File: src/hw/rtl/eae_pkg.sv
// shared types and constants for the exponential adsr envelope generator
`default_nettype none

package eae_pkg;

    // register map indexes
    localparam int REG_IDX_W = 3;
    localparam logic [REG_IDX_W-1:0] REG_MIN_LEVEL      = 3'd0;
    localparam logic [REG_IDX_W-1:0] REG_MAX_LEVEL      = 3'd1;
    localparam logic [REG_IDX_W-1:0] REG_ATTACK_FACTOR  = 3'd2;
    localparam logic [REG_IDX_W-1:0] REG_DECAY_FACTOR   = 3'd3;
    localparam logic [REG_IDX_W-1:0] REG_RELEASE_FACTOR = 3'd4;
    localparam logic [REG_IDX_W-1:0] REG_SUSTAIN_LEVEL  = 3'd5;

    // input item kinds
    localparam logic OP_TICK = 1'b0;
    localparam logic OP_NOTE = 1'b1;

    // velocity and sustain are Q1.15
    localparam int FRAC_W   = 16;
    localparam int Q15_SHIFT = 15;
    localparam logic [FRAC_W-1:0] SUSTAIN_RESET = 16'h8000;

    // factors are multiplied in 16-bit slices, at most four of them
    localparam int SLICE_W = 16;
    localparam int CHUNK_W = 2;

    typedef enum logic [1:0] {
        MUL_DIFF_VEL  = 2'd0,
        MUL_PEAK_SUS  = 2'd1,
        MUL_LEVEL_FAC = 2'd2
    } mul_sel_t;

    typedef enum logic [7:0] {
        ST_IDLE      = 8'b0000_0001,
        ST_TICK_MUL  = 8'b0000_0010,
        ST_TICK_ACC  = 8'b0000_0100,
        ST_TICK_DONE = 8'b0000_1000,
        ST_NOTE_MUL1 = 8'b0001_0000,
        ST_NOTE_PEAK = 8'b0010_0000,
        ST_NOTE_MUL2 = 8'b0100_0000,
        ST_NOTE_SUS  = 8'b1000_0000
    } state_t;

    typedef struct packed {
        logic               capture;
        logic               note_off;
        mul_sel_t           mul_sel;
        logic [CHUNK_W-1:0] mul_chunk;
        logic               acc_init;
        logic               acc_add;
        logic [CHUNK_W-1:0] add_chunk;
        logic               peak_load;
        logic               note_done;
        logic               tick_done;
    } dp_cmd_t;

    typedef struct packed {
        logic in_op;
        logic in_vel_zero;
        logic out_full;
    } dp_status_t;

endpackage

`default_nettype wire

File: src/hw/rtl/eae_regs.sv
// configuration register file behind the apb port
`default_nettype none

module eae_regs
    import eae_pkg::*;
#(
    parameter int LEVEL_WIDTH  = 24,
    parameter int FACTOR_WIDTH = 32,
    parameter int PDATA_W      = 32,
    parameter int PADDR_W      = 5
)
(
    input  wire logic                    clk,
    input  wire logic                    rst_n,
    input  wire logic                    psel,
    input  wire logic                    penable,
    input  wire logic                    pwrite,
    input  wire logic [PADDR_W-1:0]      paddr,
    input  wire logic [PDATA_W-1:0]      pwdata,
    output logic      [PDATA_W-1:0]      prdata,
    output logic      [LEVEL_WIDTH-1:0]  min_level,
    output logic      [LEVEL_WIDTH-1:0]  max_level,
    output logic      [FACTOR_WIDTH-1:0] attack_factor,
    output logic      [FACTOR_WIDTH-1:0] decay_factor,
    output logic      [FACTOR_WIDTH-1:0] release_factor,
    output logic      [FRAC_W-1:0]       sustain_level
);

    localparam int ADDR_LSB = PADDR_W - REG_IDX_W;
    localparam logic [LEVEL_WIDTH-1:0]  LVL_ONE = LEVEL_WIDTH'(1) << (LEVEL_WIDTH - 2);
    localparam logic [FACTOR_WIDTH-1:0] FAC_ONE = FACTOR_WIDTH'(1) << (FACTOR_WIDTH - 2);

    logic [LEVEL_WIDTH-1:0]  min_level_reg, max_level_reg;
    logic [FACTOR_WIDTH-1:0] attack_reg, decay_reg, release_reg;
    logic [FRAC_W-1:0]       sustain_reg;
    logic [REG_IDX_W-1:0]    reg_idx;
    logic                    wr_en;

    assign reg_idx = paddr[PADDR_W-1:ADDR_LSB];
    assign wr_en   = psel && penable && pwrite;

    always_ff @(posedge clk or negedge rst_n)
    begin
        if (!rst_n)
        begin
            min_level_reg <= '0;
            max_level_reg <= LVL_ONE;
            attack_reg    <= FAC_ONE;
            decay_reg     <= FAC_ONE;
            release_reg   <= FAC_ONE;
            sustain_reg   <= SUSTAIN_RESET;
        end
        else if (wr_en)
        begin
            case (reg_idx)
                REG_MIN_LEVEL:      min_level_reg <= pwdata[LEVEL_WIDTH-1:0];
                REG_MAX_LEVEL:      max_level_reg <= pwdata[LEVEL_WIDTH-1:0];
                REG_ATTACK_FACTOR:  attack_reg    <= pwdata[FACTOR_WIDTH-1:0];
                REG_DECAY_FACTOR:   decay_reg     <= pwdata[FACTOR_WIDTH-1:0];
                REG_RELEASE_FACTOR: release_reg   <= pwdata[FACTOR_WIDTH-1:0];
                REG_SUSTAIN_LEVEL:  sustain_reg   <= pwdata[FRAC_W-1:0];
                default:            ;
            endcase
        end
    end

    always_comb
    begin
        case (reg_idx)
            REG_MIN_LEVEL:      prdata = PDATA_W'(min_level_reg);
            REG_MAX_LEVEL:      prdata = PDATA_W'(max_level_reg);
            REG_ATTACK_FACTOR:  prdata = PDATA_W'(attack_reg);
            REG_DECAY_FACTOR:   prdata = PDATA_W'(decay_reg);
            REG_RELEASE_FACTOR: prdata = PDATA_W'(release_reg);
            REG_SUSTAIN_LEVEL:  prdata = PDATA_W'(sustain_reg);
            default:            prdata = '0;
        endcase
    end

    assign min_level      = min_level_reg;
    assign max_level      = max_level_reg;
    assign attack_factor  = attack_reg;
    assign decay_factor   = decay_reg;
    assign release_factor = release_reg;
    assign sustain_level  = sustain_reg;

endmodule

`default_nettype wire

File: src/hw/rtl/eae_ctrl.sv
// sequencer that steps the datapath through ticks and note events
`default_nettype none

module eae_ctrl
    import eae_pkg::*;
#(
    parameter int FACTOR_WIDTH = 32
)
(
    input  wire logic       clk,
    input  wire logic       rst_n,
    input  wire logic       s_tvalid,
    output logic            s_tready,
    input  wire dp_status_t status,
    output dp_cmd_t         cmd
);

    localparam int NCHUNK = (FACTOR_WIDTH + SLICE_W - 1) / SLICE_W;
    localparam logic [CHUNK_W-1:0] LAST_CHUNK = CHUNK_W'(NCHUNK - 1);

    state_t             state_reg, state_next;
    logic [CHUNK_W-1:0] cnt_reg, cnt_next;
    logic               accept;

    assign s_tready = (state_reg == ST_IDLE);
    assign accept   = s_tvalid && s_tready;

    always_comb
    begin
        state_next    = state_reg;
        cnt_next      = cnt_reg;
        cmd           = '0;
        cmd.mul_sel   = MUL_LEVEL_FAC;
        case (state_reg)
            ST_IDLE:
            begin
                cnt_next = '0;
                if (accept)
                begin
                    if (status.in_op == OP_TICK)
                        state_next = ST_TICK_MUL;
                    else if (status.in_vel_zero)
                        cmd.note_off = 1'b1;
                    else
                    begin
                        cmd.capture = 1'b1;
                        state_next  = ST_NOTE_MUL1;
                    end
                end
            end
            ST_TICK_MUL:
            begin
                cmd.mul_sel   = MUL_LEVEL_FAC;
                cmd.mul_chunk = cnt_reg;
                // first slice seeds the rounding term, later ones add the previous product
                if (cnt_reg == '0)
                    cmd.acc_init = 1'b1;
                else
                begin
                    cmd.acc_add   = 1'b1;
                    cmd.add_chunk = cnt_reg - CHUNK_W'(1);
                end
                if (cnt_reg == LAST_CHUNK)
                    state_next = ST_TICK_ACC;
                else
                    cnt_next = cnt_reg + CHUNK_W'(1);
            end
            ST_TICK_ACC:
            begin
                cmd.acc_add   = 1'b1;
                cmd.add_chunk = LAST_CHUNK;
                state_next    = ST_TICK_DONE;
            end
            ST_TICK_DONE:
            begin
                if (!status.out_full)
                begin
                    cmd.tick_done = 1'b1;
                    state_next    = ST_IDLE;
                end
            end
            ST_NOTE_MUL1:
            begin
                cmd.mul_sel = MUL_DIFF_VEL;
                state_next  = ST_NOTE_PEAK;
            end
            ST_NOTE_PEAK:
            begin
                cmd.peak_load = 1'b1;
                state_next    = ST_NOTE_MUL2;
            end
            ST_NOTE_MUL2:
            begin
                cmd.mul_sel = MUL_PEAK_SUS;
                state_next  = ST_NOTE_SUS;
            end
            ST_NOTE_SUS:
            begin
                cmd.note_done = 1'b1;
                state_next    = ST_IDLE;
            end
            default:
            begin
                state_next = ST_IDLE;
            end
        endcase
    end

    always_ff @(posedge clk or negedge rst_n)
    begin
        if (!rst_n)
        begin
            state_reg <= ST_IDLE;
            cnt_reg   <= '0;
        end
        else
        begin
            state_reg <= state_next;
            cnt_reg   <= cnt_next;
        end
    end

endmodule

`default_nettype wire

File: src/hw/rtl/eae_dp.sv
// envelope datapath: shared slice multiplier, accumulator, level and target state, output register
`default_nettype none

module eae_dp
    import eae_pkg::*;
#(
    parameter int LEVEL_WIDTH  = 24,
    parameter int FACTOR_WIDTH = 32
)
(
    input  wire logic                    clk,
    input  wire logic                    rst_n,
    input  wire dp_cmd_t                 cmd,
    output dp_status_t                   status,
    input  wire logic                    in_op,
    input  wire logic [FRAC_W-1:0]       in_velocity,
    input  wire logic [LEVEL_WIDTH-1:0]  min_level,
    input  wire logic [LEVEL_WIDTH-1:0]  max_level,
    input  wire logic [FACTOR_WIDTH-1:0] attack_factor,
    input  wire logic [FACTOR_WIDTH-1:0] decay_factor,
    input  wire logic [FACTOR_WIDTH-1:0] release_factor,
    input  wire logic [FRAC_W-1:0]       sustain_level,
    output logic                         out_valid,
    input  wire logic                    out_ready,
    output logic      [LEVEL_WIDTH-1:0]  out_sample,
    output logic                         out_active
);

    localparam int NCHUNK    = (FACTOR_WIDTH + SLICE_W - 1) / SLICE_W;
    localparam int FAC_PAD_W = SLICE_W * NCHUNK;
    localparam int ACC_W     = LEVEL_WIDTH + FAC_PAD_W;
    localparam int FAC_FRAC  = FACTOR_WIDTH - 2;
    localparam int R_W       = ACC_W - FAC_FRAC;
    localparam int PROD_W    = LEVEL_WIDTH + FRAC_W;
    localparam int Q_W       = PROD_W + 1 - Q15_SHIFT;
    localparam logic [LEVEL_WIDTH-1:0] LVL_MAX = '1;
    localparam logic [LEVEL_WIDTH-1:0] FLOOR   =
        LEVEL_WIDTH'((64'd1 << (LEVEL_WIDTH - 2)) / 100);
    localparam logic [ACC_W-1:0]  ACC_HALF = ACC_W'(1) << (FAC_FRAC - 1);
    localparam logic [PROD_W:0]   Q15_HALF = (PROD_W + 1)'(1) << (Q15_SHIFT - 1);

    logic [LEVEL_WIDTH-1:0] level_reg, target_now_reg, target_next_reg, peak_reg;
    logic                   releasing_reg;
    logic [FRAC_W-1:0]      vel_reg;
    logic [PROD_W-1:0]      prod_reg;
    logic [ACC_W-1:0]       acc_reg;
    logic                   out_valid_reg, out_active_reg;
    logic [LEVEL_WIDTH-1:0] out_sample_reg;

    // shared multiplier operands
    logic                    diff_neg, go_up, go_down;
    logic [LEVEL_WIDTH-1:0]  diff_mag, mul_a;
    logic [FRAC_W-1:0]       mul_b;
    logic [FACTOR_WIDTH-1:0] fac_sel;
    logic [FAC_PAD_W-1:0]    fac_pad;
    logic [PROD_W-1:0]       prod;

    assign diff_neg = max_level < min_level;
    assign diff_mag = diff_neg ? (min_level - max_level) : (max_level - min_level);
    assign go_up    = level_reg < target_now_reg;
    assign go_down  = level_reg > target_now_reg;
    assign fac_sel  = go_up ? attack_factor : (releasing_reg ? release_factor : decay_factor);
    assign fac_pad  = FAC_PAD_W'(fac_sel);

    always_comb
    begin
        case (cmd.mul_sel)
            MUL_DIFF_VEL:
            begin
                mul_a = diff_mag;
                mul_b = vel_reg;
            end
            MUL_PEAK_SUS:
            begin
                mul_a = peak_reg;
                mul_b = sustain_level;
            end
            default:
            begin
                mul_a = level_reg;
                mul_b = FRAC_W'(fac_pad >> (SLICE_W * cmd.mul_chunk));
            end
        endcase
    end

    assign prod = PROD_W'(mul_a) * PROD_W'(mul_b);

    // q15 rounding of the registered product, shared by peak and sustain steps
    logic [PROD_W:0]      q_sum;
    logic [Q_W-1:0]       q_rnd;
    logic [LEVEL_WIDTH+2:0] pos_sum;
    logic [LEVEL_WIDTH-1:0] peak_val, sus_val;

    assign q_sum   = (PROD_W + 1)'(prod_reg) + Q15_HALF;
    assign q_rnd   = q_sum[PROD_W:Q15_SHIFT];
    assign pos_sum = (LEVEL_WIDTH + 3)'(min_level) + (LEVEL_WIDTH + 3)'(q_rnd);
    assign sus_val = (|q_rnd[Q_W-1:LEVEL_WIDTH]) ? LVL_MAX : q_rnd[LEVEL_WIDTH-1:0];

    always_comb
    begin
        if (!diff_neg)
            peak_val = (|pos_sum[LEVEL_WIDTH+2:LEVEL_WIDTH]) ? LVL_MAX
                                                             : pos_sum[LEVEL_WIDTH-1:0];
        else if (q_rnd > Q_W'(min_level))
            peak_val = '0;
        else
            peak_val = min_level - q_rnd[LEVEL_WIDTH-1:0];
    end

    // scaled level and the clamp toward the target
    logic [R_W-1:0]         r_full;
    logic [LEVEL_WIDTH-1:0] r_sat, level_upd;
    logic                   reached;

    assign r_full = acc_reg[ACC_W-1:FAC_FRAC];
    assign r_sat  = (|r_full[R_W-1:LEVEL_WIDTH]) ? LVL_MAX : r_full[LEVEL_WIDTH-1:0];

    always_comb
    begin
        reached   = 1'b0;
        level_upd = level_reg;
        if (go_up)
        begin
            reached   = r_sat >= target_now_reg;
            level_upd = reached ? target_now_reg : r_sat;
        end
        else if (go_down)
        begin
            reached   = r_sat <= target_now_reg;
            level_upd = reached ? target_now_reg : r_sat;
        end
    end

    always_ff @(posedge clk)
    begin
        prod_reg <= prod;
        if (cmd.capture)
            vel_reg <= in_velocity;
        if (cmd.peak_load)
            peak_reg <= peak_val;
        if (cmd.acc_init)
            acc_reg <= ACC_HALF;
        else if (cmd.acc_add)
            acc_reg <= acc_reg + (ACC_W'(prod_reg) << (SLICE_W * cmd.add_chunk));
        if (cmd.tick_done)
        begin
            out_sample_reg <= (level_upd > FLOOR) ? (level_upd - FLOOR) : '0;
            out_active_reg <= level_upd > FLOOR;
        end
    end

    always_ff @(posedge clk or negedge rst_n)
    begin
        if (!rst_n)
        begin
            level_reg       <= FLOOR;
            target_now_reg  <= FLOOR;
            target_next_reg <= FLOOR;
            releasing_reg   <= 1'b0;
            out_valid_reg   <= 1'b0;
        end
        else
        begin
            if (cmd.note_off)
            begin
                target_now_reg  <= FLOOR;
                target_next_reg <= FLOOR;
                releasing_reg   <= 1'b1;
            end
            else if (cmd.note_done)
            begin
                target_now_reg  <= (peak_reg < FLOOR) ? FLOOR : peak_reg;
                target_next_reg <= (sus_val < FLOOR) ? FLOOR : sus_val;
                releasing_reg   <= 1'b0;
            end
            else if (cmd.tick_done)
            begin
                level_reg <= level_upd;
                if (reached)
                    target_now_reg <= target_next_reg;
            end

            if (cmd.tick_done)
                out_valid_reg <= 1'b1;
            else if (out_ready)
                out_valid_reg <= 1'b0;
        end
    end

    assign status.in_op       = in_op;
    assign status.in_vel_zero = (in_velocity == '0);
    assign status.out_full    = out_valid_reg && !out_ready;

    assign out_valid  = out_valid_reg;
    assign out_sample = out_sample_reg;
    assign out_active = out_active_reg;

    a_target_now_floor: assert property (@(posedge clk) disable iff (!rst_n)
        target_now_reg >= FLOOR)
        else $error("current target below floor");

    a_target_next_floor: assert property (@(posedge clk) disable iff (!rst_n)
        target_next_reg >= FLOOR)
        else $error("next target below floor");

    a_active_matches_sample: assert property (@(posedge clk) disable iff (!rst_n)
        out_valid_reg |-> (out_active_reg == (out_sample_reg != '0)))
        else $error("active flag disagrees with sample");

    a_no_overwrite: assert property (@(posedge clk) disable iff (!rst_n)
        (out_valid_reg && !out_ready) |-> !cmd.tick_done)
        else $error("result overwritten before it was taken");

endmodule

`default_nettype wire

File: src/hw/rtl/exponential_adsr_envelope.sv
// top level of the exponential adsr envelope generator
`default_nettype none

// Exponential ADSR envelope generator. Requests enter on the s_ side: tuser selects a
// sample tick (0) or a note event (1), tdata carries the Q1.15 velocity. A sample tick
// holds the input through the slice multiply states, the accumulate state and the done
// state, whose exit registers its result: the level is multiplied by the selected Q2.30
// factor one 16-bit slice per cycle on a single shared multiplier, the last slice is
// added in, then the sum is rounded, saturated and clamped to the target. A note-on
// holds the input through its multiply, peak, multiply and sustain steps on the same
// multiplier (velocity scaling, then sustain scaling); a note-off is handled as it is
// accepted. Neither note event gives a result. s_tready is high only while no request
// is being worked on. The result of a tick is held in an output register, so the next
// request is taken while it waits; a tick that finishes while that register still holds
// an untaken result stays in its last step until m_tready frees it. m_tdata carries the
// level minus the 0.01 floor, m_tuser is high while the level is above the floor.
// Registers are written over the APB port; the user must write them only while the
// block is idle, the block itself does not enforce it.

module exponential_adsr_envelope
    import eae_pkg::*;
#(
    parameter int LEVEL_WIDTH  = 24,
    parameter int FACTOR_WIDTH = 32,
    localparam int PDATA_W  = (FACTOR_WIDTH > 32) ? 64 : 32,
    localparam int PADDR_W  = REG_IDX_W + ((FACTOR_WIDTH > 32) ? 3 : 2),
    localparam int MDATA_W  = ((LEVEL_WIDTH + 7) / 8) * 8
)
(
    input  wire logic               clk,
    input  wire logic               rst_n,
    input  wire logic               psel,
    input  wire logic               penable,
    input  wire logic               pwrite,
    input  wire logic [PADDR_W-1:0] paddr,
    input  wire logic [PDATA_W-1:0] pwdata,
    output logic      [PDATA_W-1:0] prdata,
    output logic                    pready,
    input  wire logic               s_tvalid,
    output logic                    s_tready,
    input  wire logic [FRAC_W-1:0]  s_tdata,   // [15:0] velocity
    input  wire logic               s_tuser,   // [0] op
    output logic                    m_tvalid,
    input  wire logic               m_tready,
    output logic      [MDATA_W-1:0] m_tdata,   // [LEVEL_WIDTH-1:0] sample, rest zero
    output logic                    m_tuser    // [0] active
);

    logic [LEVEL_WIDTH-1:0]  min_level, max_level, out_sample;
    logic [FACTOR_WIDTH-1:0] attack_factor, decay_factor, release_factor;
    logic [FRAC_W-1:0]       sustain_level;
    dp_cmd_t                 cmd;
    dp_status_t              status;

    assign pready = 1'b1;

    eae_regs #(
        .LEVEL_WIDTH  (LEVEL_WIDTH),
        .FACTOR_WIDTH (FACTOR_WIDTH),
        .PDATA_W      (PDATA_W),
        .PADDR_W      (PADDR_W)
    ) u_regs (
        .clk            (clk),
        .rst_n          (rst_n),
        .psel           (psel),
        .penable        (penable),
        .pwrite         (pwrite),
        .paddr          (paddr),
        .pwdata         (pwdata),
        .prdata         (prdata),
        .min_level      (min_level),
        .max_level      (max_level),
        .attack_factor  (attack_factor),
        .decay_factor   (decay_factor),
        .release_factor (release_factor),
        .sustain_level  (sustain_level)
    );

    eae_ctrl #(
        .FACTOR_WIDTH (FACTOR_WIDTH)
    ) u_ctrl (
        .clk      (clk),
        .rst_n    (rst_n),
        .s_tvalid (s_tvalid),
        .s_tready (s_tready),
        .status   (status),
        .cmd      (cmd)
    );

    eae_dp #(
        .LEVEL_WIDTH  (LEVEL_WIDTH),
        .FACTOR_WIDTH (FACTOR_WIDTH)
    ) u_dp (
        .clk            (clk),
        .rst_n          (rst_n),
        .cmd            (cmd),
        .status         (status),
        .in_op          (s_tuser),
        .in_velocity    (s_tdata),
        .min_level      (min_level),
        .max_level      (max_level),
        .attack_factor  (attack_factor),
        .decay_factor   (decay_factor),
        .release_factor (release_factor),
        .sustain_level  (sustain_level),
        .out_valid      (m_tvalid),
        .out_ready      (m_tready),
        .out_sample     (out_sample),
        .out_active     (m_tuser)
    );

    assign m_tdata = MDATA_W'(out_sample);

endmodule

`default_nettype wire

File: config.mk
export PLATFORM = sky130hd
export DESIGN_NAME = exponential_adsr_envelope
export DESIGN_NICKNAME = d
export VERILOG_FILES = /design/src/hw/rtl/eae_pkg.sv /design/src/hw/rtl/eae_regs.sv /design/src/hw/rtl/eae_ctrl.sv /design/src/hw/rtl/eae_dp.sv /design/src/hw/rtl/exponential_adsr_envelope.sv
export SDC_FILE = /design/constraint.sdc
export NUM_CORES = 2
export LEC_CHECK = 0
export BUFFER_PORTS_ARGS = -buffer_cell sky130_fd_sc_hd__clkbuf_2
export CAP_MARGIN = 20
export CORE_UTILIZATION = 45
export DETAILED_ROUTE_END_ITERATION = 6
export GPL_TIMING_DRIVEN = 0
export PLACE_DENSITY = 0.7
export SLEW_MARGIN = 20
export SYNTH_ARGS = -nofsm -noshare
export SYNTH_HDL_FRONTEND = slang
export SYNTH_SLANG_ARGS = --single-unit
File: constraint.sdc
create_clock -name clk -period 15.2 [get_ports clk]
set_input_delay 1.52 -clock clk [delete_from_list [all_inputs] [get_ports clk]]
set_output_delay 1.52 -clock clk [all_outputs]
set_load 0.005 [all_outputs]
==> reports/metrics.cfg <==
[status]
result_of_the_run=finished clean

[clock_network]
cts-buffers-inserted=47
clock_sink_count=405
tritoncts=done
cts-resized-gates=0
cts_setup_buffers=0
cts.htree.levels=2
worst_setup_hold_path_clk_slew_ns=0.06
ctsLongestPathBuffers=3
holdBufCountCts=0
clock_latency_ns=0.63
cts_root_cell=sky130_fd_sc_hd__clkbuf_16

[cells_and_area]
largest_register_ff_count=56
fillCellCount=8883
final_cell_area_um2=46200
syn2layout_area_growth_pct=9.33
nets=5679
final_layout_size_suffix_gt1_frac=0.119

[worst_setup_path]
cell_occurring_most_often_along_the_worst_timing_path=sky130_fd_sc_hd__fa_1
required_ns=15.74
crit_path_end_kind=flop
worst-endpoint-arrival_ns=12.84
worst_path_largest_cell_delay_ns=0.89
critical_setup_path_class=reg2reg
worstSetupStartpointType=flop
critical_path.max_fanout=10
crit_slowest_cell=sky130_fd_sc_hd__o311ai_1

[placed_design]
place_area_um2=44600
number_of_buffer_cells_added_on_primary_ports=115
dp.final_hpwl_mm=123
routability_congestion_estimate=1.04

[routing]
total_length_of_routed_wires_mm=152
post_detailed_route_wirelength_per_cell_um=24.3
dr.first_iter.drc_count=4056
detailroute.via_count=38000
viasPerCell=6.07
drt.antenna.violating_nets=0
drt_first_pass_iters=6
drcViolationCount=0

[synthesis]
postSynth.topFlopCell=sky130_fd_sc_hd__dfrtp_1
ys_async_sr_fraction=0.602
yosysUniqueCellTypes=105
synth-seq-area-share=0.237
syn_nets=5507
syn_avg_cell_area_um2=8.82
synthesis.area_um2=42300
post_synth_inst_count=4796
synth.ff_latch_count=405
yosys_warnings=0
synth-edff-count=65

[global_route]
grt_start_max_net_pins=89
initial_antenna_violation_count=4
grt_pass1_vias=37100
grt.total_usage=0.321
grt.overflow.total=0
first_pass_grt_wire_length_mm=230

[sta]
final.period_utilization=0.810
post_route_skew_ns=0.0491
finalSetupViolCount=0
unrepaired_setup_endpoints_after_global_routing=no
slew_violations=0
fmax_mhz=81.3
finalHoldWorstSlack_ns=0.461
slew-limit-headroom=0.185
setup-tns-final_ns=0
fin_crit_ns=12.31
finalHoldViolCount=0
worstMarginPinSlew_ns=1.22

[floorplanning]
dieHeight_um=309
num_io_pins=121
fp.dieArea_um2=95200
die_x_um=309
floorplan.rows=112
initial_util=0.454
core_area_um2=93200

[flow_run]
maxCapViolCount=0

[worst_hold_path]
worstHoldPathType=reg2reg

==> path summary, 6_finish.rpt <==
check	start	slack, ns	depth (start not counted)	end
max in group asynchronous	rst_n	13.33	2	u_dp.target_next_reg[15]
worst min register to register	u_dp.acc_reg[9]	0.46	2	u_dp.acc_reg[9]
worst min-delay path	u_dp.acc_reg[9]	0.46	2	u_dp.acc_reg[9]
worst max register to register	u_regs.min_level[1]	2.89	37	u_dp.prod_reg[38]
min in group asynchronous	rst_n	0.96	1	u_regs.release_factor[24]
worst max-delay path	u_regs.min_level[1]	2.89	37	u_dp.prod_reg[38]
==> metrics by stage <==
stage,instances,setup slack (ns),utilization
6_report,6263,2.89,0.496
4_1_cts,6257,3.17,0.496
5_1_grt,6259,2.52,0.496
2_1_floorplan,4796,5.35,-
3_5_place_dp,6171,3.19,0.479
3_3_place_gp,6165,2.40,0.477
==> cell usage after synthesis (all sizes together), types with 22 or more instances <==
library cell  instances  area (um2)
dfstp                36         946
nand4                36         225
xor2                 40         350
fa                  311        6230
o211ai               37         303
nand2               514        1940
xnor2                89         780
clkbuf              182         683
a21o                124         931
o221ai               30         294
ha                  339        4240
or3                  41         257
nand2b               46         288
nor2                296        1120
mux2i                65         667
nor2b                39         244
buf                  62         345
o21ai               221        1120
nand3               157         791
o22ai                45         282
a31oi                27         188
dfrtp               208        5200
a21oi               342        1740
and2                 56         350
and3                 81         507
a221oi               22         199
a211oi               41         308
dfxtp                96        1920
edfxtp               65        1950
inv                 537        2020
nor3                 73         395
mux4                 24         541
mux2                191        2150
o21bai               33         248
o21a                 28         210
==> placed cells by master (no fill, tap or decap), types with 18 or more instances in the layout <==
master                      instances
sky130_fd_sc_hd__clkbuf_2         114
sky130_fd_sc_hd__a21o_1           124
sky130_fd_sc_hd__nand3b_1          20
sky130_fd_sc_hd__buf_1             18
sky130_fd_sc_hd__a221oi_1          21
sky130_fd_sc_hd__xnor2_1           89
sky130_fd_sc_hd__nand3_1          156
sky130_fd_sc_hd__nor2b_1           39
sky130_fd_sc_hd__inv_1            535
sky130_fd_sc_hd__nand4_1           36
sky130_fd_sc_hd__or3_1             41
sky130_fd_sc_hd__o221ai_1          20
sky130_fd_sc_hd__nor3_1            66
sky130_fd_sc_hd__nand2b_1          46
sky130_fd_sc_hd__and3_1            81
sky130_fd_sc_hd__nor4_1            18
sky130_fd_sc_hd__a21oi_1          334
sky130_fd_sc_hd__o21bai_1          33
sky130_fd_sc_hd__dfrtp_1          208
sky130_fd_sc_hd__dfxtp_1           96
sky130_fd_sc_hd__buf_2             32
sky130_fd_sc_hd__dfstp_2           36
sky130_fd_sc_hd__mux2_2           190
sky130_fd_sc_hd__o211ai_1          32
sky130_fd_sc_hd__ha_1             339
sky130_fd_sc_hd__a31oi_1           24
sky130_fd_sc_hd__and2_1            55
sky130_fd_sc_hd__o21a_1            28
sky130_fd_sc_hd__nand2_1          511
sky130_fd_sc_hd__a211oi_1          41
sky130_fd_sc_hd__o21ai_0          199
sky130_fd_sc_hd__fa_1             311
sky130_fd_sc_hd__edfxtp_1          65
sky130_fd_sc_hd__clkbuf_1         191
sky130_fd_sc_hd__o22ai_1           45
sky130_fd_sc_hd__clkbuf_16         48
sky130_fd_sc_hd__mux2i_1           63
sky130_fd_sc_hd__nor2_1           293
sky130_fd_sc_hd__mux4_2            24
sky130_fd_sc_hd__xor2_1            40
==> kinds of logic (layout without fill, tap and decap cells) <==
logic type      after synthesis  count (layout)  share of synthesized area
simple gates               1420            1420                      0.159
compound gates             1129            1129                      0.178
buf+inv                     782             991                     0.0721
fa+ha+maj                   650             650                      0.248
flops                       405             405                      0.237
mux                         280             280                     0.0794
xor+xnor                    129             129                     0.0267
other cells                   1               5                  0.0000887
==> worst max-delay path: cells and delay by family (launching register included) <==
family,cells,cell delay [ns]
AOI/OAI and AO/OA,15,5.14
xor gates and xnor gates,2,0.23
adders and majority gates,8,3.85
buffers and inverters,6,1.27
DFF,1,0.67
and+or+nand+nor,6,1.03
==> area by class of cell <==
cell class                 count  area (um2)  area share
inverter                     538        2020      0.0437
sequential                   405       10000       0.217
antenna                        4        10.0    0.000216
clock buffer                  63        1320      0.0285
timing repair buffer         123         686      0.0148
multi-input combinational   3609       29300       0.633
tap                         1254        1570      0.0339
buffer                       244        1030      0.0223
clock inverter                23         297     0.00641
==> per-layer routing <==
layer,global-route usage,up-vias,part of all wire
met1,0.418,18500,0.40
met3,0.0610,432,0.092
met5,0,-,0.000085
li1,-,17000,-
met2,0.506,2041,0.44
met4,0.167,2,0.060
Power is left out: the tool's default activity adds up to more than one toggle a clock period on the data nets, which glitch-free logic cannot reach.
